**config.mk**
```make
export PLATFORM = sky130hd
export DESIGN_NAME = sliding_window_duplicate_size_filter
export DESIGN_NICKNAME = d
export VERILOG_FILES = /design/src/rtl/core/swdsf_pkg.sv /design/src/rtl/core/sliding_window_duplicate_size_filter.sv
export SDC_FILE = /design/constraint.sdc
export NUM_CORES = 2
export LEC_CHECK = 0
export ABC_CLOCK_PERIOD_IN_PS = 7800
export BUFFER_PORTS_ARGS = -buffer_cell sky130_fd_sc_hd__buf_2
export CAP_MARGIN = 20
export CORE_ASPECT_RATIO = 1.25
export CORE_MARGIN = 5
export CORE_UTILIZATION = 40
export DETAILED_ROUTE_END_ITERATION = 7
export RECOVER_POWER = 50
export SLEW_MARGIN = 5
export SYNTH_ARGS = -nofsm -noshare
export SYNTH_HDL_FRONTEND = slang
export SYNTH_SLANG_ARGS = --single-unit
```
**constraint.sdc**
```tcl
create_clock -name clk -period 7.8 [get_ports clk]
set_clock_uncertainty 0.15 [all_clocks]
set_input_delay 1.17 -clock clk [delete_from_list [all_inputs] [get_ports clk]]
set_output_delay 1.17 -clock clk [all_outputs]
set_load 0.005 [all_outputs]
```
**src/rtl/core/swdsf_pkg.sv**
```systemverilog
package swdsf_pkg;

    // Fixed field widths
    localparam int DATA_W     = 32;
    localparam int KB_SHIFT   = 10;
    localparam int WSIZE_W    = 8;
    localparam int LIMIT_W    = 7;
    localparam int CFG_DATA_W = 8;
    localparam int CFG_IDX_W  = 1;
    localparam int FILL_W     = 8;
    localparam int TOTAL_W    = 32;

    localparam logic [WSIZE_W-1:0] WINDOW_SIZE_RST = 8'd100;
    localparam logic [LIMIT_W-1:0] DUP_LIMIT_RST   = 7'd30;
    localparam logic [TOTAL_W-1:0] TOTAL_MAX       = {TOTAL_W{1'b1}};

    typedef enum logic [CFG_IDX_W-1:0] {
        CFG_WINDOW_SIZE = 1'b0,
        CFG_DUP_LIMIT   = 1'b1
    } cfg_idx_t;

    typedef enum logic {
        ACT_CHECK = 1'b0,
        ACT_PUSH  = 1'b1
    } action_t;

endpackage

```
**src/rtl/core/sliding_window_duplicate_size_filter.sv**
```systemverilog
// Sliding-window duplicate size filter. Keeps the last window_size item sizes
// (in kilobytes, byte size with the low ten bits dropped) in a circular buffer
// held in one synchronous RAM. A transfer is taken when start is high and busy
// is low. A push (action = 1) appends the size, dropping the oldest entry when
// the window is full. A check (action = 0) reads every stored entry, one RAM
// read per cycle, counts the entries equal to the queried size and flags
// discard when the count exceeds dup_limit; it skips the reads and never flags
// when window_size is not above dup_limit or the window is empty. Every
// transfer yields exactly one result, shown for one cycle with done high; the
// receiver cannot stall it, so sample discard, discards_so_far and fill_level
// in that cycle. A new item may be started in the same cycle that done is
// high. Write window_size and dup_limit through cfg_we / cfg_index / cfg_data
// only while the block is idle.
module sliding_window_duplicate_size_filter #(
    parameter int WINDOW_DEPTH = 128,
    parameter int SIZE_BITS    = 32
) (
    input  logic                                 clk,
    input  logic                                 rst_n,
    input  logic                                 start,
    output logic                                 busy,
    input  logic                                 action,
    input  logic [swdsf_pkg::DATA_W-1:0]         data_size,
    output logic                                 done,
    output logic                                 discard,
    output logic [swdsf_pkg::TOTAL_W-1:0]        discards_so_far,
    output logic [swdsf_pkg::FILL_W-1:0]         fill_level,
    input  logic                                 cfg_we,
    input  logic [swdsf_pkg::CFG_IDX_W-1:0]      cfg_index,
    input  logic [swdsf_pkg::CFG_DATA_W-1:0]     cfg_data
);
    import swdsf_pkg::*;

    // Bits of data_size that survive the size mask, and the stored width
    localparam int MASK_W = (SIZE_BITS < DATA_W) ? SIZE_BITS : DATA_W;
    localparam int KB_W   = MASK_W - KB_SHIFT;
    localparam int IDX_W  = (WINDOW_DEPTH > 1) ? $clog2(WINDOW_DEPTH) : 1;
    localparam int CNT_W  = $clog2(WINDOW_DEPTH + 1);
    localparam int SUM_W  = IDX_W + 1;
    localparam int CMP_W  = (CNT_W > WSIZE_W) ? CNT_W : WSIZE_W;

    typedef enum logic [1:0] {
        ST_IDLE,
        ST_PUSH,
        ST_SCAN,
        ST_DECIDE
    } state_t;

    // Wrap a slot sum (always below twice the depth) back into the ring
    function automatic logic [IDX_W-1:0] wrap_idx(input logic [SUM_W-1:0] s);
        logic [SUM_W-1:0] r;
        r = s;
        if (s >= SUM_W'(WINDOW_DEPTH))
        begin
            r = s - SUM_W'(WINDOW_DEPTH);
        end
        return r[IDX_W-1:0];
    endfunction

    // Window RAM
    logic [KB_W-1:0] size_window_mem [WINDOW_DEPTH];
    logic [KB_W-1:0] rd_data_reg;

    state_t              state_reg,     state_next;
    logic [KB_W-1:0]     kb_reg,        kb_next;
    logic [IDX_W-1:0]    oldest_reg,    oldest_next;
    logic [CNT_W-1:0]    count_reg,     count_next;
    logic [TOTAL_W-1:0]  total_reg,     total_next;
    logic [WSIZE_W-1:0]  wsize_reg,     wsize_next;
    logic [LIMIT_W-1:0]  limit_reg,     limit_next;
    logic [IDX_W-1:0]    rd_ptr_reg,    rd_ptr_next;
    logic [CNT_W-1:0]    left_reg,      left_next;
    logic                cmp_valid_reg, cmp_valid_next;
    logic [CNT_W-1:0]    matches_reg,   matches_next;
    logic                done_reg,      done_next;
    logic                discard_reg,   discard_next;

    logic                accept;
    logic                rd_en;
    logic                wr_en;
    logic [IDX_W-1:0]    wr_addr;
    logic [CMP_W-1:0]    capacity;
    logic                window_full;
    logic                flag;
    logic                scan_enable;

    assign accept = start && (state_reg == ST_IDLE);

    // Capacity: zero acts as one, anything above the RAM depth as the depth
    always_comb
    begin
        capacity = CMP_W'(wsize_reg);
        if (wsize_reg == '0)
        begin
            capacity = CMP_W'(1);
        end
        else if (CMP_W'(wsize_reg) > CMP_W'(WINDOW_DEPTH))
        begin
            capacity = CMP_W'(WINDOW_DEPTH);
        end
    end

    assign window_full = CMP_W'(count_reg) >= capacity;

    // Next free slot; after dropping the oldest it lands on the same place
    assign wr_addr = wrap_idx(SUM_W'(oldest_reg) + SUM_W'(count_reg));
    assign wr_en   = (state_reg == ST_PUSH);
    assign rd_en   = (state_reg == ST_SCAN) && (left_reg != '0);

    // Raw register values decide whether a check may ever discard
    assign scan_enable = (wsize_reg > {1'b0, limit_reg}) && (count_reg != '0);
    assign flag        = CMP_W'(matches_reg) > CMP_W'(limit_reg);

    always_comb
    begin
        state_next     = state_reg;
        kb_next        = kb_reg;
        oldest_next    = oldest_reg;
        count_next     = count_reg;
        total_next     = total_reg;
        wsize_next     = wsize_reg;
        limit_next     = limit_reg;
        rd_ptr_next    = rd_ptr_reg;
        left_next      = left_reg;
        cmp_valid_next = rd_en;
        matches_next   = matches_reg;
        done_next      = 1'b0;
        discard_next   = discard_reg;

        if (cfg_we)
        begin
            case (cfg_index)
                CFG_WINDOW_SIZE: wsize_next = cfg_data[WSIZE_W-1:0];
                CFG_DUP_LIMIT:   limit_next = cfg_data[LIMIT_W-1:0];
                default:         ;
            endcase
        end

        case (state_reg)
            ST_IDLE:
            begin
                if (accept)
                begin
                    kb_next      = data_size[MASK_W-1:KB_SHIFT];
                    rd_ptr_next  = oldest_reg;
                    left_next    = count_reg;
                    matches_next = '0;
                    if (action == ACT_PUSH)
                    begin
                        state_next = ST_PUSH;
                    end
                    else if (scan_enable)
                    begin
                        state_next = ST_SCAN;
                    end
                    else
                    begin
                        state_next = ST_DECIDE;
                    end
                end
            end

            ST_PUSH:
            begin
                // Full window: drop the oldest, fill level holds
                if (window_full)
                begin
                    oldest_next = wrap_idx(SUM_W'(oldest_reg) + SUM_W'(1));
                end
                else
                begin
                    count_next = count_reg + CNT_W'(1);
                end
                done_next    = 1'b1;
                discard_next = 1'b0;
                state_next   = ST_IDLE;
            end

            ST_SCAN:
            begin
                if (rd_en)
                begin
                    rd_ptr_next = wrap_idx(SUM_W'(rd_ptr_reg) + SUM_W'(1));
                    left_next   = left_reg - CNT_W'(1);
                end
                if (cmp_valid_reg && (rd_data_reg == kb_reg))
                begin
                    matches_next = matches_reg + CNT_W'(1);
                end
                // Last read was issued a cycle ago; its compare lands now
                if (left_reg == '0)
                begin
                    state_next = ST_DECIDE;
                end
            end

            ST_DECIDE:
            begin
                if (flag && (total_reg != TOTAL_MAX))
                begin
                    total_next = total_reg + TOTAL_W'(1);
                end
                done_next    = 1'b1;
                discard_next = flag;
                state_next   = ST_IDLE;
            end

            default:
            begin
                state_next = ST_IDLE;
            end
        endcase
    end

    always_ff @(posedge clk or negedge rst_n)
    begin
        if (!rst_n)
        begin
            state_reg     <= ST_IDLE;
            oldest_reg    <= '0;
            count_reg     <= '0;
            total_reg     <= '0;
            wsize_reg     <= WINDOW_SIZE_RST;
            limit_reg     <= DUP_LIMIT_RST;
            rd_ptr_reg    <= '0;
            left_reg      <= '0;
            cmp_valid_reg <= 1'b0;
            matches_reg   <= '0;
            done_reg      <= 1'b0;
            discard_reg   <= 1'b0;
        end
        else
        begin
            state_reg     <= state_next;
            oldest_reg    <= oldest_next;
            count_reg     <= count_next;
            total_reg     <= total_next;
            wsize_reg     <= wsize_next;
            limit_reg     <= limit_next;
            rd_ptr_reg    <= rd_ptr_next;
            left_reg      <= left_next;
            cmp_valid_reg <= cmp_valid_next;
            matches_reg   <= matches_next;
            done_reg      <= done_next;
            discard_reg   <= discard_next;
        end
    end

    // Payload latch, no reset needed
    always_ff @(posedge clk)
    begin
        kb_reg <= kb_next;
    end

    // Window RAM: one write port, one registered read port
    always_ff @(posedge clk)
    begin
        if (wr_en)
        begin
            size_window_mem[wr_addr] <= kb_reg;
        end
        if (rd_en)
        begin
            rd_data_reg <= size_window_mem[rd_ptr_reg];
        end
    end

    assign busy            = (state_reg != ST_IDLE);
    assign done            = done_reg;
    assign discard         = discard_reg;
    assign discards_so_far = total_reg;
    assign fill_level      = FILL_W'(count_reg);

endmodule

```
# ---- Yosys cells after proc, flatten, opt, wreduce, memory -nomap -nowiden
# Memory sizes are Yosys's and may differ from the RTL's. A register that Yosys moved wholly into a read port is not among the register bits.
# Cells that the tools add are included.
# W data, S select, Z words.
dict set report op_classes {
  addsub 10
  n_lt_le_gt_ge 7
  n_eq_ne 9
  n_mux 23
  bitwise_logic 2
  reduce_logical 23
}
# cell count
set op_table {}
lappend op_table {{$mux W8} 6}
lappend op_table {{$mux W7} 5}
lappend op_table {{$add A32 B1 Y32 const B} 1}
lappend op_table {{$ne A32 B32 Y1 const B} 1}
lappend op_table {{$pmux W8 S2} 2}
lappend op_table {{$ge A8 B8 Y1 const B} 3}
lappend op_table {{$eq A22 B22 Y1} 1}
lappend op_table {{$sub A7 B1 Y7 const B} 3}
lappend op_table {{$add A7 B1 Y8 const B} 2}
lappend op_table {{$add A8 B1 Y8 const B} 2}
lappend op_table {{$gt A8 B7 Y1} 2}
lappend op_table {{$logic_not A8 Y1} 2}
lappend op_table {{$reduce_bool A8 Y1} 2}
lappend op_table {{$pmux W7 S2} 1}
lappend op_table {{$reduce_and A2 Y1} 7}
lappend op_table {{$add A7 B8 Y8} 1}
lappend op_table {{$ge A8 B8 Y1} 1}
lappend op_table {{$gt A8 B8 Y1 const B} 1}
lappend op_table {{$sub A8 B1 Y8 const B} 1}
lappend op_table {{$mux W2} 3}
lappend op_table {{$pmux W2 S3} 1}
lappend op_table {{$reduce_and A3 Y1} 2}
lappend op_table {{$reduce_bool A2 Y1} 3}
lappend op_table {{$logic_and A1 B1 Y1} 5}
lappend op_table {{9 further kinds} 16}
dict set report totals {
  reg_bits 112
  ram_bits 2816
  input_bits 46
  output_inout_bits 43
  n_memories 1
}
# memory depth word_bits read_ports rd_ports_with_merged_regs wr line
set memory_table {}
lappend memory_table {size_window_mem 128 22 1 1 1 sliding_window_duplicate_size_filter.sv:61} ;# logic [KB_W-1:0] size_window_mem [WINDOW_DEPTH];

# ---- Longest topological paths before layout
dict set report depth {
  depth_word 6
  ltp_mapped 12
  mapped_depth_nobuf 10
}

# ---- Worst setup path after synthesis
# OpenSTA, ideal clock, no wires.
dict set report synth_timing {
  path_kind {flip-flop to flip-flop}
  start {register count_reg[0], in the netlist fill_level[0]}
  end {memory size_window_mem[88][0] (netlist name) (enable)}
  t_arrival_ns 3.283
  required_time_ns 7.249
  slack_ns 3.966
  stages_incl_launch_ff 10
  n_path_buf 1
  path_cell_list {dfrtp_1 > ha_1 > fa_1 > a21o_1 > a21oi_1 > nand4b_1 > and3_1 > clkbuf_1 > nand3_1 > nor2_1}
}
dict set report synth_between {
  elab_chain_cells 3
}
# element line
set synth_rtl {}
lappend synth_rtl {{start: declaration} sliding_window_duplicate_size_filter.sv:67} ;# logic [CNT_W-1:0] count_reg, count_next;
lappend synth_rtl {{start signal: assignment} sliding_window_duplicate_size_filter.sv:236} ;# count_reg <= count_next;
lappend synth_rtl {{$add A7 B8 Y8 (*)} sliding_window_duplicate_size_filter.sv:106} ;# assign wr_addr = wrap_idx(SUM_W'(oldest_reg) + SUM_W'(count_reg));
lappend synth_rtl {{$sub A7 B1 Y7 / $ge A8 B8 Y1 (equally long branches)} {sliding_window_duplicate_size_filter.sv:55, sliding_window_duplicate_size_filter.sv:53}}
lappend synth_rtl {{$mux W7 (*)} sliding_window_duplicate_size_filter.sv:53} ;# if (s >= SUM_W'(WINDOW_DEPTH))
lappend synth_rtl {{end: declaration} sliding_window_duplicate_size_filter.sv:61}
# Mark *: on every way between the ends. The rest lies on a longest branch, timed or not.

# ---- Worst setup path after layout
dict set report layout_timing {
  start {register kb_reg[16]}
  end {memory size_window_mem[118][16] (netlist name) (data pin)}
}
# element line
set layout_lines {}
lappend layout_lines {{start: declaration} sliding_window_duplicate_size_filter.sv:65} ;# logic [KB_W-1:0] kb_reg, kb_next;
lappend layout_lines {{start signal: assignment} sliding_window_duplicate_size_filter.sv:252} ;# kb_reg <= kb_next;
# No word-level cell before the write port.

==> metrics.md <==
| Metric | Value |
|---|---|
| Status | finished, violations left |
| Failing checks | max-capacitance violations, max-slew violations |
| Num CTS Buffers | just under 300 |
| Routability cong. | 0.830 |
| Buf/Inv on CP | 2 |
| Area grow syn2layout | 13.2% |
| Tmin final | between 5 and 6 ns |
| Layout cells sized above 1 | 22.7% |
| Reg-to-Reg Start | kb_reg[16] |
| Peak Freq | between 150 and 200 MHz |
| Max VDD drop | 0.000254 V |
| Grt ovf | 0 |
| Fillers | 24.0k |
| Antenna violations before repair | 12 |
| Nets | 6173 |
| Final setup margin | 2.32 ns |
| Main synth FF type | edfxtp_1 |
| Crit end category | flip-flop |
| Tot Pwr | 45.3 mW |
| Sequential Power Share | between 40% and 50% |
| Die Ht | about 600 microns |
| Clock slew at the register clock pins of the worst setup and hold paths | 0.06 ns |
| Most common cell after layout, fill and taps aside | edfxtp_1 |
| Floorplan Core Area | 287000 sq um |
| Final Non-Filler Cells | 10.1k |
| Synthesized Nets | 5826 |
| First-pass GRT wire length | around 440000 microns |
| WL/cell | between 30 and 40 microns |
| Final setup viols | 0 |
| H-tree depth | 5 |
| Clock power share | 30.4% |
| Register area | 88200 sq um |
| Crit-path max FO | 65 |
| Port-buffer cells | 78 |
| Vias | 58.5k |
| Yosys cell types | 75 |
| Pint | slightly above 30 mW |
| Register bit count reported by yosys | 2950 |
| Final core utilization | 45.4% |
| # Max-Cap Violations | 31 |
| Post-CTS Resized | 0 |
| Critical Path Max Stage Delay | between 2 and 3 ns |
| Final Hold Vio Count | 0 |
| Final Instance Area | 130000 sq um |
| EDFF count, synth | 2860 |
| First DRT Iteration DRCs | between 6k and 7k |
| RSZ-0062 raised after global routing | false |
| Max-slew headroom | -168% |
| Net Sw Frac | 31.8% |
| Pwr per Cell Area | 348 nW/um^2 |
| Commonest non-fill, non-tap cells in the layout | edfxtp_1, mux4_2, mux2i_1 |
| Placed insts | 9563 |
| Area occupied by multi-input gates | 25700 sq um |
| Syn avg cell area | 20.1 sq um |
| Vias in the first global route | 58.7k |
| Area of placed instances | 121000 sq um |
| Worst-Margin Slew | 4.01 ns |
| Hold Path End | discards_so_far[22] |
| First drt pass iteration count | 6 |
| Reg-to-reg endpoint | size_window_mem[118][16] |
| Chip Width | 490 microns |
| Die area | between 200000 and 300000 sq um |
| Logic pwr share | around 28% |
| Data arrival, critical path | approximately 5.7 ns |
| Top Ports | 89 |
| Hold Path Depth | 1 |
| Sw power | approximately 14 mW |
| # rows | 220 |
| Largest Register | size_window_mem |
| Hold slack | 0.339 ns |
| Top-area cell type share of the netlist area | 74.5% |
| Gr usage total | ~20% |
| Async SR Flop Fraction | 3.05% |
| # hold bufs at CTS | 0 |
| Post-CTS setup repair buffer count | 0 |
| CTS tree | yes |
| Post-route ant nets | 0 |
| Initial Util | between 40% and 50% |
| Mapped Area | around 120000 sq um |
| Clock Path Buffers | 4 |
| Family with the most delay on the worst path | buffers and inverters |
| Worst min path class | flip-flop to flip-flop |
| Critical Path Slowest Stage Cell | clkbuf_1 |
| DRC | 0 |
| Register area share after synthesis | between 70% and 80% |
| Reg-to-reg slack, setup | 2.32 ns |
| CTS root buffer | clkbuf_16 |
| Post-synth top area cell | edfxtp_1 |
| Critical-path cell list | clkbuf_1 -> clkbuf_2 |
| Post-Syn Instances | between 5k and 6k |
| Setup_tns | 0 ns |
| Data required time of the worst path | between 8 and 9 ns |
| Via density | 5.80 |
| Max Transition Viols Final | 1605 |
| WP depth | 2 |
| Reg2Reg Depth | 2 |
| Crit path launch type | flip-flop |
| Leakage Power | 41.6 nW |
| Final WL | 312000 microns |
| Synth top area cells | edfxtp_1, mux4_2, mux2i_1 |
| Worst-Skew Late Latency | ~0.84 ns |
| # clock sinks | 2950 |
| Largest register FFs | 2816 |
| Largest net degree at the start of global routing | 130 |
| DP Wirelength | 181000 microns |
| Fin crit share | about 70% |
| Hold Startpoint | discards_so_far[22] |
| Crit Path Class | flip-flop to flip-flop |
| Dpl ws | 2.96 ns |
| Yosys warning count | 0 |
[cells in the mapped netlist (all sizes together) (20+ instances only)]
cell,n
o21ai,93
nand3,73
dfrtp,83
buf,207
a22o,31
a221oi,21
xor2,42
a22oi,118
mux2,107
a31oi,25
nand4,38
o22ai,54
xnor2,33
inv,28
o221ai,29
mux4,471
mux2i,461
ha,36
o211ai,20
edfxtp,2860
a2111oi,40
nor2,215
a211oi,41
nand2,163
a21boi,32
nor3,32
clkbuf,97
a21oi,126
[power by group through the flow]
stage | Combinational [mW] | Sequential (mW) | Clock, mW
6_report | 12.7 | 18.9 | 13.8
5_1_grt | 13.3 | 18.9 | 14.7
4_1_cts | 12.8 | 18.8 | 14.0
3_5_place_dp | 12.8 | 19.1 | 0
3_3_place_gp | 12.6 | 19.1 | 0
2_1_floorplan | 7.74 | 19.3 | 0
[worst register-to-register path: stages (launching register included)]
cell	delay, ns
edfxtp_1	0.61
clkbuf_1	2.61
clkbuf_2	1.61
[final cells by class]
cell class / count / area share [%]
Timing Repair Buffer: 353 / 1.89
Clock inverter: 135 / 1.00
Multi-Input combinational cell: 2459 / 19.7
Sequential cell: 2950 / 67.6
Inverter: 30 / 0.0863
Antenna cell: 7 / 0.0134
Clock buffer: 373 / 6.06
Tap cell: 3774 / 3.62
[cells by family (layout without fill, tap and decap cells)]
kind of cell             count (synthesis)  count (layout)  share of synthesized area [%]
flip-flops                            2950            2950                           76.5
AND/OR/NAND/NOR                        601             601                           2.36
adder cells (fa/ha/maj)                 37              37                          0.408
multiplexers                          1039            1039                           14.3
XOR/XNOR                                75              75                          0.570
AO/OA/AOI/OAI                          707             707                           4.29
buffers and inverters                  334             891                           1.64
other                                    0               7                              0
[worst max path at each step]
stage	to	start	slack, ns
6_report	size_window_mem[118][16]	kb_reg[16]	2.32
5_1_grt	rd_ptr_reg[1]	rst_n	1.49
4_1_cts	rd_data_reg[15]	rd_ptr_reg[0]	2.96
3_5_place_dp	rd_data_reg[15]	rd_ptr_reg[0]	2.96
3_3_place_gp	rd_data_reg[15]	rd_ptr_reg[1]	2.88
2_1_floorplan	size_window_mem[88][0]	fill_level[0]	3.97
[per-layer routing]
| metal | routed length (microns) | up-vias | GRT usage (%) |
|---|---|---|---|
| li1 | - | 24450 | - |
| met1 | 122000 | 31272 | 26.2 |
| met2 | 157000 | 2196 | 34.5 |
| met3 | 20400 | 562 | 3.32 |
| met4 | 13500 | 6 | 8.09 |
| met5 | 39 | - | 0 |
No activity file was read; power rests on OpenSTA's default activity.
